### src/rtl/skf_pkg.sv
// ----------------------------------------------------------------------------
// skf_pkg
// Shared types and codes of the scalar Kalman filter core: item kinds,
// configuration register indexes and the status bundle of the serial units.
// ----------------------------------------------------------------------------
package skf_pkg;

  localparam int DATA_W = 32;
  localparam int KIND_W = 2;
  localparam int CFG_IDX_W = 2;

  typedef enum logic [KIND_W-1:0] {
    KIND_SAMPLE  = 2'd0,
    KIND_PRELOAD = 2'd1,
    KIND_RESTART = 2'd2,
    KIND_NONE    = 2'd3
  } kind_t;

  typedef enum logic [CFG_IDX_W-1:0] {
    REG_INITIAL_ERROR     = 2'd0,
    REG_PROCESS_NOISE     = 2'd1,
    REG_MEASUREMENT_NOISE = 2'd2,
    REG_UNUSED            = 2'd3
  } reg_idx_t;

  // Status of a serial arithmetic unit. done pulses for one cycle once the
  // result register holds the final value.
  typedef struct packed {
    logic busy;
    logic done;
  } unit_stat_t;

endpackage

### src/rtl/skf_serial_div.sv
// ----------------------------------------------------------------------------
// skf_serial_div
// Restoring divider, one quotient bit per cycle. Computes
// floor(num * 2^(Q_W-1) / den) for num <= den, so the quotient fits Q_W bits.
// ----------------------------------------------------------------------------
module skf_serial_div #(
  parameter int NUM_W = 32,
  parameter int DEN_W = 33,
  parameter int Q_W   = 17
) (
  input  logic                   clk,
  input  logic                   rst_n,
  input  logic                   start,
  input  logic [NUM_W-1:0]       num,
  input  logic [DEN_W-1:0]       den,
  output logic [Q_W-1:0]         quotient,
  output skf_pkg::unit_stat_t    stat
);

  localparam int REM_W = DEN_W + 1;
  localparam int CNT_W = $clog2(Q_W + 1);

  logic [REM_W-1:0] rem_r, rem_nxt;
  logic [DEN_W-1:0] den_r;
  logic [Q_W-1:0]   q_r, q_nxt;
  logic [CNT_W-1:0] cnt_r;
  logic             busy_r, done_r;
  logic             ge;
  logic [REM_W-1:0] rem_sub;

  always_comb begin
    ge      = rem_r >= {1'b0, den_r};
    rem_sub = ge ? (rem_r - {1'b0, den_r}) : rem_r;
    rem_nxt = {rem_sub[REM_W-2:0], 1'b0};
    q_nxt   = {q_r[Q_W-2:0], ge};
  end

  always_ff @(posedge clk) begin
    if (!rst_n) begin
      busy_r <= 1'b0;
      done_r <= 1'b0;
      cnt_r  <= '0;
    end else begin
      done_r <= 1'b0;
      if (start) begin
        busy_r <= 1'b1;
        cnt_r  <= '0;
      end else if (busy_r) begin
        cnt_r <= cnt_r + 1'b1;
        if (cnt_r == CNT_W'(Q_W - 1)) begin
          busy_r <= 1'b0;
          done_r <= 1'b1;
        end
      end
    end
  end

  always_ff @(posedge clk) begin
    if (start) begin
      rem_r <= REM_W'(num);
      den_r <= den;
      q_r   <= '0;
    end else if (busy_r) begin
      rem_r <= rem_nxt;
      q_r   <= q_nxt;
    end
  end

  assign quotient  = q_r;
  assign stat.busy = busy_r;
  assign stat.done = done_r;

endmodule

### src/rtl/skf_serial_mult.sv
// ----------------------------------------------------------------------------
// skf_serial_mult
// Shift-add multiplier, one multiplier bit per cycle: signed multiplicand
// times unsigned multiplier, full-width signed product.
// ----------------------------------------------------------------------------
module skf_serial_mult #(
  parameter int MCAND_W = 33,
  parameter int MPLR_W  = 17
) (
  input  logic                              clk,
  input  logic                              rst_n,
  input  logic                              start,
  input  logic signed [MCAND_W-1:0]         mcand,
  input  logic        [MPLR_W-1:0]          mplr,
  output logic signed [MCAND_W+MPLR_W-1:0]  product,
  output skf_pkg::unit_stat_t               stat
);

  localparam int CNT_W = $clog2(MPLR_W + 1);

  logic signed [MCAND_W:0]   hi_r;
  logic        [MPLR_W-1:0]  lo_r;
  logic signed [MCAND_W-1:0] mcand_r;
  logic        [CNT_W-1:0]   cnt_r;
  logic                      busy_r, done_r;
  logic signed [MCAND_W:0]   sum;

  // Partial sum stays within the multiplicand range plus one bit.
  assign sum = hi_r + (lo_r[0] ? {mcand_r[MCAND_W-1], mcand_r} : '0);

  always_ff @(posedge clk) begin
    if (!rst_n) begin
      busy_r <= 1'b0;
      done_r <= 1'b0;
      cnt_r  <= '0;
    end else begin
      done_r <= 1'b0;
      if (start) begin
        busy_r <= 1'b1;
        cnt_r  <= '0;
      end else if (busy_r) begin
        cnt_r <= cnt_r + 1'b1;
        if (cnt_r == CNT_W'(MPLR_W - 1)) begin
          busy_r <= 1'b0;
          done_r <= 1'b1;
        end
      end
    end
  end

  always_ff @(posedge clk) begin
    if (start) begin
      hi_r    <= '0;
      lo_r    <= mplr;
      mcand_r <= mcand;
    end else if (busy_r) begin
      hi_r <= {sum[MCAND_W], sum[MCAND_W:1]};
      lo_r <= {sum[0], lo_r[MPLR_W-1:1]};
    end
  end

  assign product   = {hi_r[MCAND_W-1:0], lo_r};
  assign stat.busy = busy_r;
  assign stat.done = done_r;

endmodule

### src/rtl/scalar_kalman_filter_core.sv
// ----------------------------------------------------------------------------
// scalar_kalman_filter_core
// One-dimensional constant-model Kalman filter in fixed point, built from a
// bit-serial divider and two bit-serial multipliers.
// ----------------------------------------------------------------------------
// One filter update runs a prediction state that also starts the serial
// divider, the divider that forms the gain (one quotient bit per cycle),
// and the two shift-add multipliers that run side by side (new covariance
// and estimate step). Values are Q16.16 at the default FRACTION_BITS. A
// sample item costs one update plus an accept state and a state that loads
// the result register, a preload item PRELOAD_STEPS updates plus the
// accept and load states, and a restart or unused kind only the accept and
// load states. The core works on one item at a time; it accepts the next
// item while the previous result still waits on the output, and only holds
// back the finished result if that earlier transfer has not yet happened.
// Configuration writes are always accepted and should be issued only while
// the core is idle.
module scalar_kalman_filter_core #(
  parameter int PRELOAD_STEPS = 10,
  parameter int FRACTION_BITS = 16
) (
  input  logic                                  clk,
  input  logic                                  rst_n,
  // Item input channel.
  input  logic                                  in_valid,
  output logic                                  in_ready,
  input  logic [skf_pkg::KIND_W-1:0]            in_kind,
  input  logic signed [skf_pkg::DATA_W-1:0]     in_sample,
  // Result channel.
  output logic                                  out_valid,
  input  logic                                  out_ready,
  output logic signed [skf_pkg::DATA_W-1:0]     out_estimate_out,
  // Configuration write channel.
  input  logic                                  cfg_valid,
  output logic                                  cfg_ready,
  input  logic [skf_pkg::CFG_IDX_W-1:0]         cfg_index,
  input  logic [skf_pkg::DATA_W-1:0]            cfg_data
);

  localparam int DW    = skf_pkg::DATA_W;
  localparam int QW    = FRACTION_BITS + 1;       // gain width, holds 1.0
  localparam int DEN_W = DW + 1;                  // exact denominator
  localparam int PW    = DEN_W + QW;              // product width
  localparam int SCW   = $clog2(PRELOAD_STEPS + 1);

  localparam logic [QW-1:0] GAIN_ONE = {1'b1, {FRACTION_BITS{1'b0}}};
  localparam logic [DW-1:0] RST_INITIAL_ERROR     = DW'(64'd1 << FRACTION_BITS);
  localparam logic [DW-1:0] RST_PROCESS_NOISE     = DW'(64'd10 << FRACTION_BITS);
  localparam logic [DW-1:0] RST_MEASUREMENT_NOISE = DW'(64'd9 << FRACTION_BITS);

  typedef enum logic [2:0] {
    S_IDLE,
    S_PRED,
    S_DIV,
    S_MUL,
    S_FIN
  } state_t;

  state_t                 state_r, state_nxt;
  logic [DW-1:0]          init_err_r, proc_noise_r, meas_noise_r;
  logic [DW-1:0]          cov_r, cov_nxt;
  logic signed [DW-1:0]   est_r, est_nxt;
  logic signed [DW-1:0]   sample_r, sample_nxt;
  logic [DW-1:0]          pred_r, pred_nxt;
  logic                   den_zero_r, den_zero_nxt;
  logic [SCW-1:0]         left_r, left_nxt;
  logic                   out_valid_r, out_valid_nxt;
  logic signed [DW-1:0]   out_est_r, out_est_nxt;

  // Prediction datapath: saturating covariance plus process noise, and the
  // exact 33-bit denominator of the gain.
  logic [DW:0]            pred_sum;
  logic [DW-1:0]          pred_sat;
  logic [DEN_W-1:0]       denom;

  logic [QW-1:0]          div_q;
  logic [QW-1:0]          gain;
  logic [QW-1:0]          gain_rest;
  logic signed [DEN_W-1:0] diff;
  logic signed [PW-1:0]   cov_prod, step_prod;
  logic [DW-1:0]          cov_new;
  logic signed [DW-1:0]   est_new;
  logic                   div_start, mul_start;
  skf_pkg::unit_stat_t    div_stat, cov_stat, step_stat;

  assign pred_sum = {1'b0, cov_r} + {1'b0, proc_noise_r};
  assign pred_sat = pred_sum[DW] ? {DW{1'b1}} : pred_sum[DW-1:0];
  assign denom    = {1'b0, pred_sat} + {1'b0, meas_noise_r};

  // A zero denominator means a zero gain: covariance and estimate stay.
  assign gain      = den_zero_r ? '0 : div_q;
  assign gain_rest = GAIN_ONE - gain;
  assign diff      = $signed({sample_r[DW-1], sample_r}) - $signed({est_r[DW-1], est_r});

  assign div_start = (state_r == S_PRED);
  assign mul_start = (state_r == S_DIV) && div_stat.done;

  skf_serial_div #(
    .NUM_W (DW),
    .DEN_W (DEN_W),
    .Q_W   (QW)
  ) u_div (
    .clk      (clk),
    .rst_n    (rst_n),
    .start    (div_start),
    .num      (pred_sat),
    .den      (denom),
    .quotient (div_q),
    .stat     (div_stat)
  );

  // (1 - gain) * predicted; the predicted value is never negative, so it
  // enters as a zero-extended signed multiplicand.
  skf_serial_mult #(
    .MCAND_W (DEN_W),
    .MPLR_W  (QW)
  ) u_cov_mult (
    .clk     (clk),
    .rst_n   (rst_n),
    .start   (mul_start),
    .mcand   ($signed({1'b0, pred_r})),
    .mplr    (gain_rest),
    .product (cov_prod),
    .stat    (cov_stat)
  );

  // gain * (sample - estimate), signed.
  skf_serial_mult #(
    .MCAND_W (DEN_W),
    .MPLR_W  (QW)
  ) u_step_mult (
    .clk     (clk),
    .rst_n   (rst_n),
    .start   (mul_start),
    .mcand   (diff),
    .mplr    (gain),
    .product (step_prod),
    .stat    (step_stat)
  );

  // Dropping the low fraction bits of the signed product is a floor, which
  // is the rounding the estimate step needs. The new estimate always lies
  // between the old one and the sample, so 32 bits are enough.
  assign cov_new = cov_prod[FRACTION_BITS +: DW];
  assign est_new = est_r + step_prod[FRACTION_BITS +: DW];

  assign in_ready         = (state_r == S_IDLE);
  assign out_valid        = out_valid_r;
  assign out_estimate_out = out_est_r;
  assign cfg_ready        = 1'b1;

  always_comb begin
    state_nxt     = state_r;
    cov_nxt       = cov_r;
    est_nxt       = est_r;
    sample_nxt    = sample_r;
    pred_nxt      = pred_r;
    den_zero_nxt  = den_zero_r;
    left_nxt      = left_r;
    out_valid_nxt = out_valid_r;
    out_est_nxt   = out_est_r;

    if (out_valid_r && out_ready) begin
      out_valid_nxt = 1'b0;
    end

    unique case (state_r)
      S_IDLE: begin
        if (in_valid) begin
          sample_nxt = in_sample;
          unique case (skf_pkg::kind_t'(in_kind))
            skf_pkg::KIND_SAMPLE: begin
              left_nxt  = SCW'(1);
              state_nxt = S_PRED;
            end
            skf_pkg::KIND_PRELOAD: begin
              left_nxt  = SCW'(PRELOAD_STEPS);
              state_nxt = S_PRED;
            end
            skf_pkg::KIND_RESTART: begin
              cov_nxt   = init_err_r;
              state_nxt = S_FIN;
            end
            skf_pkg::KIND_NONE: begin
              state_nxt = S_FIN;
            end
            default: begin
              state_nxt = S_FIN;
            end
          endcase
        end
      end
      S_PRED: begin
        pred_nxt     = pred_sat;
        den_zero_nxt = (denom == '0);
        state_nxt    = S_DIV;
      end
      S_DIV: begin
        if (div_stat.done) begin
          state_nxt = S_MUL;
        end
      end
      S_MUL: begin
        if (cov_stat.done) begin
          cov_nxt = cov_new;
          est_nxt = est_new;
          if (left_r == SCW'(1)) begin
            state_nxt = S_FIN;
          end else begin
            left_nxt  = left_r - 1'b1;
            state_nxt = S_PRED;
          end
        end
      end
      S_FIN: begin
        // Wait until the output register is free or is emptied this cycle.
        if (!out_valid_r || out_ready) begin
          out_valid_nxt = 1'b1;
          out_est_nxt   = est_r;
          state_nxt     = S_IDLE;
        end
      end
      default: begin
        state_nxt = S_IDLE;
      end
    endcase
  end

  always_ff @(posedge clk) begin
    if (!rst_n) begin
      state_r      <= S_IDLE;
      out_valid_r  <= 1'b0;
      cov_r        <= RST_INITIAL_ERROR;
      est_r        <= '0;
      init_err_r   <= RST_INITIAL_ERROR;
      proc_noise_r <= RST_PROCESS_NOISE;
      meas_noise_r <= RST_MEASUREMENT_NOISE;
      left_r       <= '0;
    end else begin
      state_r     <= state_nxt;
      out_valid_r <= out_valid_nxt;
      cov_r       <= cov_nxt;
      est_r       <= est_nxt;
      left_r      <= left_nxt;
      if (cfg_valid) begin
        unique case (skf_pkg::reg_idx_t'(cfg_index))
          skf_pkg::REG_INITIAL_ERROR:     init_err_r   <= cfg_data;
          skf_pkg::REG_PROCESS_NOISE:     proc_noise_r <= cfg_data;
          skf_pkg::REG_MEASUREMENT_NOISE: meas_noise_r <= cfg_data;
          skf_pkg::REG_UNUSED:            ;
          default:                        ;
        endcase
      end
    end
  end

  always_ff @(posedge clk) begin
    sample_r   <= sample_nxt;
    pred_r     <= pred_nxt;
    den_zero_r <= den_zero_nxt;
    out_est_r  <= out_est_nxt;
  end

  // The gain never exceeds one.
  a_gain_bound: assert property (@(posedge clk) disable iff (!rst_n)
    (state_r == S_DIV) && div_stat.done |-> gain <= GAIN_ONE)
    else $error("gain above one");

  // Shrinking the covariance never makes it larger than the prediction.
  a_cov_shrinks: assert property (@(posedge clk) disable iff (!rst_n)
    (state_r == S_MUL) && cov_stat.done |-> cov_new <= pred_r)
    else $error("covariance grew in update");

  // Both multipliers are started together and finish together.
  a_mult_lockstep: assert property (@(posedge clk) disable iff (!rst_n)
    cov_stat.done == step_stat.done)
    else $error("multipliers out of step");

  // The divider is never running while the multipliers are.
  a_units_exclusive: assert property (@(posedge clk) disable iff (!rst_n)
    !(div_stat.busy && cov_stat.busy))
    else $error("divider and multiplier busy together");

  // A finished result is loaded only into a free output register.
  a_no_overwrite: assert property (@(posedge clk) disable iff (!rst_n)
    (state_r == S_FIN) && out_valid_r && !out_ready |=> out_valid_r && state_r == S_FIN)
    else $error("pending result overwritten");

endmodule

### config.mk
export PLATFORM = sky130hd
export DESIGN_NAME = scalar_kalman_filter_core
export DESIGN_NICKNAME = d
export VERILOG_FILES = /design/src/rtl/skf_pkg.sv /design/src/rtl/skf_serial_div.sv /design/src/rtl/skf_serial_mult.sv /design/src/rtl/scalar_kalman_filter_core.sv
export SDC_FILE = /design/constraint.sdc
export NUM_CORES = 1
export LEC_CHECK = 0
export ABC_AREA = 1
export BUFFER_PORTS_ARGS = -buffer_cell sky130_fd_sc_hd__buf_2
export CELL_PAD_IN_SITES_DETAIL_PLACEMENT = 1
export CELL_PAD_IN_SITES_GLOBAL_PLACEMENT = 1
export CORE_MARGIN = 2
export CORE_UTILIZATION = 43
export DETAILED_ROUTE_END_ITERATION = 12
export GPL_TIMING_DRIVEN = 0
export MAX_ROUTING_LAYER = met4
export PLACE_DENSITY = 0.81
export SLEW_MARGIN = 20
export SYNTH_ARGS = -nofsm -noshare
export SYNTH_HDL_FRONTEND = slang
export SYNTH_SLANG_ARGS = --single-unit
### constraint.sdc
create_clock -name clk -period 3.5 [get_ports clk]
set_clock_uncertainty 0.1 [all_clocks]
set_input_delay 0.7 -clock clk [delete_from_list [all_inputs] [get_ports clk]]
set_output_delay 0.7 -clock clk [all_outputs]
set_load 0.02 [all_outputs]
Yosys cells after proc, flatten, opt, wreduce, memory -nomap -nowiden
Index checks and enable logic that the tools add are counted.
{"block": "word_totals", "regBits": 534, "latch_bits": 0, "ram_bits": 0, "romBits": 0, "in_bits": 73, "output_inout_bits": 35, "elab_cells": 134, "mem_count": 0}
{"block": "op_classes", "n_addsub": 12, "multipliers": 0, "div_mod_pow": 0, "n_lt_le_gt_ge": 1, "eq_ne": 20, "shift": 0, "muxes": 41, "bitwise_logic": 3, "reduce_logical": 27}
{"cell": "two-way mux 32 bit", "count": 7}
{"cell": "two-way mux 17 bit", "count": 5}
{"cell": "adder 32 x 32 -> 33 bit", "count": 2}
{"cell": "one-hot mux 32 bit (2 select lines)", "count": 1}
{"cell": "adder 33 x 33 -> 34 bit", "count": 1}
{"cell": "adder 34 bit", "count": 1}
{"cell": "greater-or-equal comparator 34 x 33 -> 1 bit", "count": 1}
{"cell": "two-way mux 34 bit", "count": 1}
{"cell": "logical NOT 33 bit", "count": 1}
{"cell": "two-way mux 33 bit", "count": 1}
{"cell": "subtractor 32 x 32 -> 33 bit", "count": 1}
{"cell": "subtractor 33 bit", "count": 1}
{"cell": "adder 32 bit", "count": 1}
{"cell": "subtractor 17 bit (first input constant)", "count": 1}
{"cell": "one-hot mux 4 bit (2 select lines)", "count": 2}
{"cell": "adder 5 x 1 -> 5 bit (second input constant)", "count": 3}
{"cell": "equality test 5 bit (second input constant)", "count": 3}
{"cell": "two-way mux 3 bit", "count": 5}
{"cell": "one-hot mux 3 bit (5 select lines)", "count": 1}
{"cell": "two-way mux 1 bit", "count": 14}
{"cell": "two-way mux 4 bit", "count": 3}
{"cell": "AND reduction 2 bit", "count": 6}
{"cell": "AND reduction 4 bit", "count": 2}
{"cell": "nonzero test 2 bit", "count": 4}
{"cell": "20 further kinds", "count": 36}

Longest topological paths before layout
{"block": "depth", "depth_word": 5, "mapped_depth": 29, "ltp_nobuf": 28}

Cells and area by module
From an unflattened synthesis, not the netlist that was laid out.
{"block": "hier_totals", "cells_unflattened": 5034, "area_unflattened_um2": 35431.5}
{"module": "scalar_kalman_filter_core", "instances": 1, "cells_each": 2551, "area_per_inst_um2": 17854.6, "seq_area_each_um2": 6276.0}
{"module": "skf_serial_div", "instances": 1, "cells_each": 827, "area_per_inst_um2": 6079.6, "seq_area_each_um2": 2472.4}
{"module": "skf_serial_mult at u_cov_mult", "instances": 1, "cells_each": 827, "area_per_inst_um2": 5756.8, "seq_area_each_um2": 2302.2}
{"module": "skf_serial_mult at u_step_mult", "instances": 1, "cells_each": 829, "area_per_inst_um2": 5740.5, "seq_area_each_um2": 2302.2}

Worst setup path after synthesis
No wires, ideal clock.
{"block": "synth_path", "kind": "register to register", "from": "reg proc_noise_r[0]", "to": "reg den_zero_r (data pin)", "setup_time_ns": 0.138, "arrival_time_ns": 3.441, "required_time_ns": 3.262, "setup_slack_ns": -0.180, "path_stages_with_launch": 27, "path_buffers": 1, "period_less_slack_ns": 3.680, "cell_sequence": "dfxtp_1 ha_1 fa_1 nand3_1 nand2_1 a21o_1 nand3_1 nand2_1 nand3b_1 nand2_2 buf_2 or2_1 ha_1 inv_1 fa_1 inv_1 nand3_1 nand2_1 nand2_1 nand2_1 nand3_1 nand2_1 nand2_1 nand2_1 a21boi_0 nand4_1 nor2_1"}
{"block": "synth_via", "elab_chain_len": 4}
{"element": "start, declared", "line": "scalar_kalman_filter_core.sv:60", "rtl": "logic [DW-1:0] init_err_r, proc_noise_r, meas_noise_r;"}
{"element": "start signal, assigned", "line": "scalar_kalman_filter_core.sv:248", "rtl": "skf_pkg::REG_PROCESS_NOISE: proc_noise_r <= cfg_data;"}
{"element": "adder 32 x 32 -> 33 bit", "line": "scalar_kalman_filter_core.sv:86", "rtl": "assign pred_sum = {1'b0, cov_r} + {1'b0, proc_noise_r};"}
{"element": "two-way mux 32 bit", "line": "scalar_kalman_filter_core.sv:87", "rtl": "assign pred_sat = pred_sum[DW] ? {DW{1'b1}} : pred_sum[DW-1:0];"}
{"element": "named net pred_sat[0]", "line": "scalar_kalman_filter_core.sv:73", "rtl": "logic [DW-1:0] pred_sat;"}
{"element": "adder 32 x 32 -> 33 bit", "line": "scalar_kalman_filter_core.sv:88", "rtl": "assign denom = {1'b0, pred_sat} + {1'b0, meas_noise_r};"}
{"element": "logical NOT 33 bit", "line": "scalar_kalman_filter_core.sv:195", "rtl": "den_zero_nxt = (denom == '0);"}
{"element": "end signal, assigned", "line": "scalar_kalman_filter_core.sv:260", "rtl": "den_zero_r <= den_zero_nxt;"}
{"element": "end, declared", "line": "scalar_kalman_filter_core.sv:65", "rtl": "logic den_zero_r, den_zero_nxt;"}
The timed path passes the listed nets, and every way through them passes these cells.
A chain may end at the register's enable or synchronous reset.

Final worst setup path
{"block": "layout_path", "from": "reg cov_r[0]", "to": "reg den_zero_r (data pin)"}
{"block": "layout_via", "elab_chain_len": 4}
{"element": "start, declared", "line": "scalar_kalman_filter_core.sv:61", "rtl": "logic [DW-1:0] cov_r, cov_nxt;"}
{"element": "start signal, assigned", "line": "scalar_kalman_filter_core.sv:242", "rtl": "cov_r <= cov_nxt;"}
{"element": "adder 32 x 32 -> 33 bit", "line": "scalar_kalman_filter_core.sv:86"}
{"element": "two-way mux 32 bit", "line": "scalar_kalman_filter_core.sv:87"}
{"element": "named net pred_sat[4]", "line": "scalar_kalman_filter_core.sv:73"}
{"element": "adder 32 x 32 -> 33 bit", "line": "scalar_kalman_filter_core.sv:88"}
{"element": "logical NOT 33 bit", "line": "scalar_kalman_filter_core.sv:195"}
The timed path passes the listed nets, and every way through them passes these cells.

==> results_dict.tcl <==
set metrics [dict create \
    synth-edff-count 261 \
    crit_type "reg -> reg" \
    num_vias 33600 \
    ys.flop_type "dfxtp_1" \
    relSlewSlack 0.246 \
    diodes 0 \
    finalCriticalPeriod_ns 4.27 \
    wirelength_um 135000 \
    synth_area_um2 34100 \
    port_buffers 105 \
    ys_warn_count 0 \
    synthCells 4628 \
    grt_max_degree 46 \
    combPwrFrac 0.328 \
    hold_viol 0 \
    clkTransAtPathRegs_ns 0.06 \
    nets 5204 \
    swShare 0.363 \
    leakage_nw 18.5 \
    cap_violations 0 \
    setup_slack_ns -0.766 \
    clockPowerShare 0.319 \
    power_density_nw_per_um2 534 \
    die-width_um 286 \
    synth.avg_cell_area_um2 7.37 \
    cts_root_buf "clkbuf_16" \
    worst_slew_pin_slew_ns 1.13 \
    route.detailed.drc 0 \
    finalCritPeriodShare 1.22 \
    grt.total_usage 0.322 \
    cpMostUsedCell "nand2_2" \
    seqPwrFrac 0.354 \
    ys_types 61 \
    first_pass_iters 5 \
    dpl.hpwl_um 99900 \
    grt_pass1_wl_um 198000 \
    drive_gt1_frac 0.149 \
    area_growth_syn_to_layout_pct 20.3 \
    cp_top_family "simple AND/OR/NAND/NOR gates" \
    io_pins 108 \
    via_per_inst 5.60 \
    setup_tns_ns -8.14 \
    cell_internal_pwr_mw 13.9 \
    status "finished with violations" \
    max_stage_delay_ns 0.40 \
    post-route-util 0.521 \
    p_sw_mw 7.96 \
    fin_area_um2 41000 \
    grt_pass1_vias 34400 \
    critPathLaunchType "flip-flop" \
    multi_input_area_um2 19900 \
    gr-total-overflow 0 \
    max_freq_mhz 234 \
    postSynthRegisterBits 534 \
    antenna_found_initial 2 \
    crit_path_top_delay_cell "fa_2" \
    timing.critical_path.buf_inv 1 \
    async_reset_ff_frac 0 \
    rows 103 \
    wl_per_cell_um 22.5 \
    place.gp.congestion 0.970 \
    violations "setup timing" \
    register_area_um2 13300 \
    die-height_um 286 \
    clock_sinks 534 \
    finalSetupViolations 26 \
    htreeDepth 3 \
    start_util 0.433 \
    hp-class "in -> reg" \
    cp.required_ns 3.87 \
    ys_seq_area_frac 0.390 \
    die_area_um2 81600 \
    critPathCaptureType "flip-flop" \
    num-fill-cells 9734 \
    core_area_um2 78700 \
    vdd_drop_max_uv 464 \
    drv_slew 0 \
    dpl_cell_area_um2 36100 \
    critical_path_peak_fanout 9 \
    drtAntennaViolNets 0 \
    drtIter0Drc 2281 \
    rsz0062_at_grt "yes" \
    cts_made_buffers 66 \
    cts_tree "built" \
    cts.path.max_buffers 3 \
    insertion_delay_ns 0.64 \
    synth_fp_nets 4942 \
    worst_ep_arrival_time_ns 4.64 \
]
[metrics by stage]
stage | hold WS [ns] | setup WS [ns] | total power, mW | cells
global placement | 0.301 | -1.82 | 13.9 | 5783
global route | 0.133 | -0.910 | 22.9 | 5991
CTS | 0.136 | -0.567 | 21.5 | 5956
finish | 0.155 | -0.766 | 21.9 | 5991
floorplan | 0.300 | -0.0439 | 12.1 | 4628
detailed placement | 0.306 | -1.31 | 14.1 | 5788
[power by group through the flow]
stage,logic (mW),registers [mW],clock network [mW]
3_3_place_gp,6.04,7.83,0
5_1_grt,7.86,7.78,7.26
6_report,7.18,7.74,6.98
2_1_floorplan,4.38,7.73,0
3_5_place_dp,6.25,7.83,0
4_1_cts,6.77,7.73,7.02
[synth_stat cells (52+ instances only)]
master,instances,area share
nand2_1,1108,0.12
inv_1,630,0.069
nor2_1,495,0.054
a21oi_1,352,0.052
o21ai_0,311,0.046
dfxtp_1,273,0.16
edfxtp_1,261,0.23
ha_1,234,0.086
nand3_1,210,0.031
clkbuf_1,95,0.010
xor2_1,81,0.021
o21bai_1,61,0.013
nor3_1,52,0.0076
[flip-flops by register name, summed over array words and instances (netlist names), 17 cells and up]
register,cells
sample_r,32
meas_noise_r,32
u_cov_mult.mcand_r,32
u_cov_mult.lo_r,17
cov_r,32
u_cov_mult.hi_r,33
u_step_mult.hi_r,33
u_step_mult.mcand_r,33
u_div.den_r,33
u_div.rem_r,34
pred_r,32
out_estimate_out,32
init_err_r,32
est_r,32
proc_noise_r,32
u_step_mult.lo_r,17
u_div.quotient,17
[placed cells by master, fill, tap and decap left out, drive strengths merged, types with 2 or more instances in the layout]
master / synthesis / routed
clkinv: 2 / 23
nor2: 499 / 499
nand3b: 20 / 20
edfxtp: 261 / 261
xor2: 81 / 81
o21a: 13 / 13
nor3: 53 / 53
a221oi: 4 / 4
xnor2: 44 / 44
or2: 43 / 43
nand2: 1117 / 1117
inv: 645 / 647
dfxtp: 273 / 273
clkinvlp: 0 / 2
a22oi: 16 / 16
buf: 19 / 214
o22ai: 2 / 2
o21ai: 377 / 377
o21bai: 61 / 61
a21oi: 353 / 353
o221ai: 5 / 5
a21o: 32 / 32
nand4: 39 / 39
nand3: 218 / 218
ha: 234 / 234
a31o: 2 / 2
nor4: 16 / 16
bufinv: 0 / 4
a31oi: 51 / 51
a211o: 7 / 7
a211oi: 2 / 2
clkbuf: 95 / 184
a21boi: 11 / 11
fa: 7 / 7
o211ai: 16 / 16
and3: 2 / 2
o211a: 2 / 2
[metal layers]
metal  global-route usage  wire [um]  vias to the layer above  part of all wire
li1                     -          -                    15900                 -
met1                0.369      53700                    16400              0.40
met2                0.559      67000                      904              0.50
met3               0.0362       5610                      388             0.042
met4                0.157       8510                        0             0.063
met5                    -          0                        -                 0
[kinds of logic (layout without fill, tap and decap cells)]
family	count (synthesis)	count (layout)	synth area share
AOI/OAI and AO/OA	957	957	0.159
xor gates and xnor gates	125	125	0.0321
adders and majority gates	241	241	0.0900
buffers and inverters	761	1074	0.0858
DFF	534	534	0.390
other	1	1	0.000110
and+or+nand+nor	2009	2009	0.243
[final timing paths]
path	startpoint	to	slack, ns	cells after the start
setup / recovery	cov_r[0]$_SDFFE_PN0P_	den_zero_r$_DFFE_PP_	-0.77	26
setup reg to reg	cov_r[0]$_SDFFE_PN0P_	den_zero_r$_DFFE_PP_	-0.77	26
hold reg to reg	pred_r[29]$_DFFE_PP_	u_cov_mult.mcand_r[29]$_DFFE_PP_	0.32	0
hold / removal	in_sample[10]	sample_r[10]$_DFFE_PP_	0.16	1
[worst register-to-register path: stages, from the launching register on]
cell	delay (ns)
dfxtp_2	0.34
ha_4	0.17
fa_2	0.40
nand3_2	0.08
nand2_2	0.06
a21o_1	0.21
nand3_2	0.07
nand2_2	0.06
nand3b_1	0.14
nand2_4	0.14
clkinv_8	0.14
nand2_2	0.17
ha_4	0.36
nand2_1	0.11
nor2_2	0.30
nand3_4	0.16
nand2_4	0.12
nand2_4	0.06
nand2_4	0.07
nand2_2	0.06
nand2_2	0.10
nand3_2	0.09
nor2_2	0.14
nand2_2	0.10
nor2_4	0.16
nand3_2	0.10
nor2_2	0.10
[repair_timing]
item / in CTS / in global routing
cloned: 1 / 1
setup buffers: 50 / 36
gates resized for setup: 287 / 176
endpoints found under the setup margin: 78 / 49
pin swaps: 70 / 96
hold buffers: 0 / 0
[cell type report]
class,instances,share of cell area
sequential,534,0.325
tap,1050,0.0320
multi-input combinational,3333,0.485
inverter,647,0.0597
buffer,112,0.0130
timing repair buffer,196,0.0332
clock inverter,29,0.00763
clock buffer,90,0.0447
(Power assumes the default switching activity.)
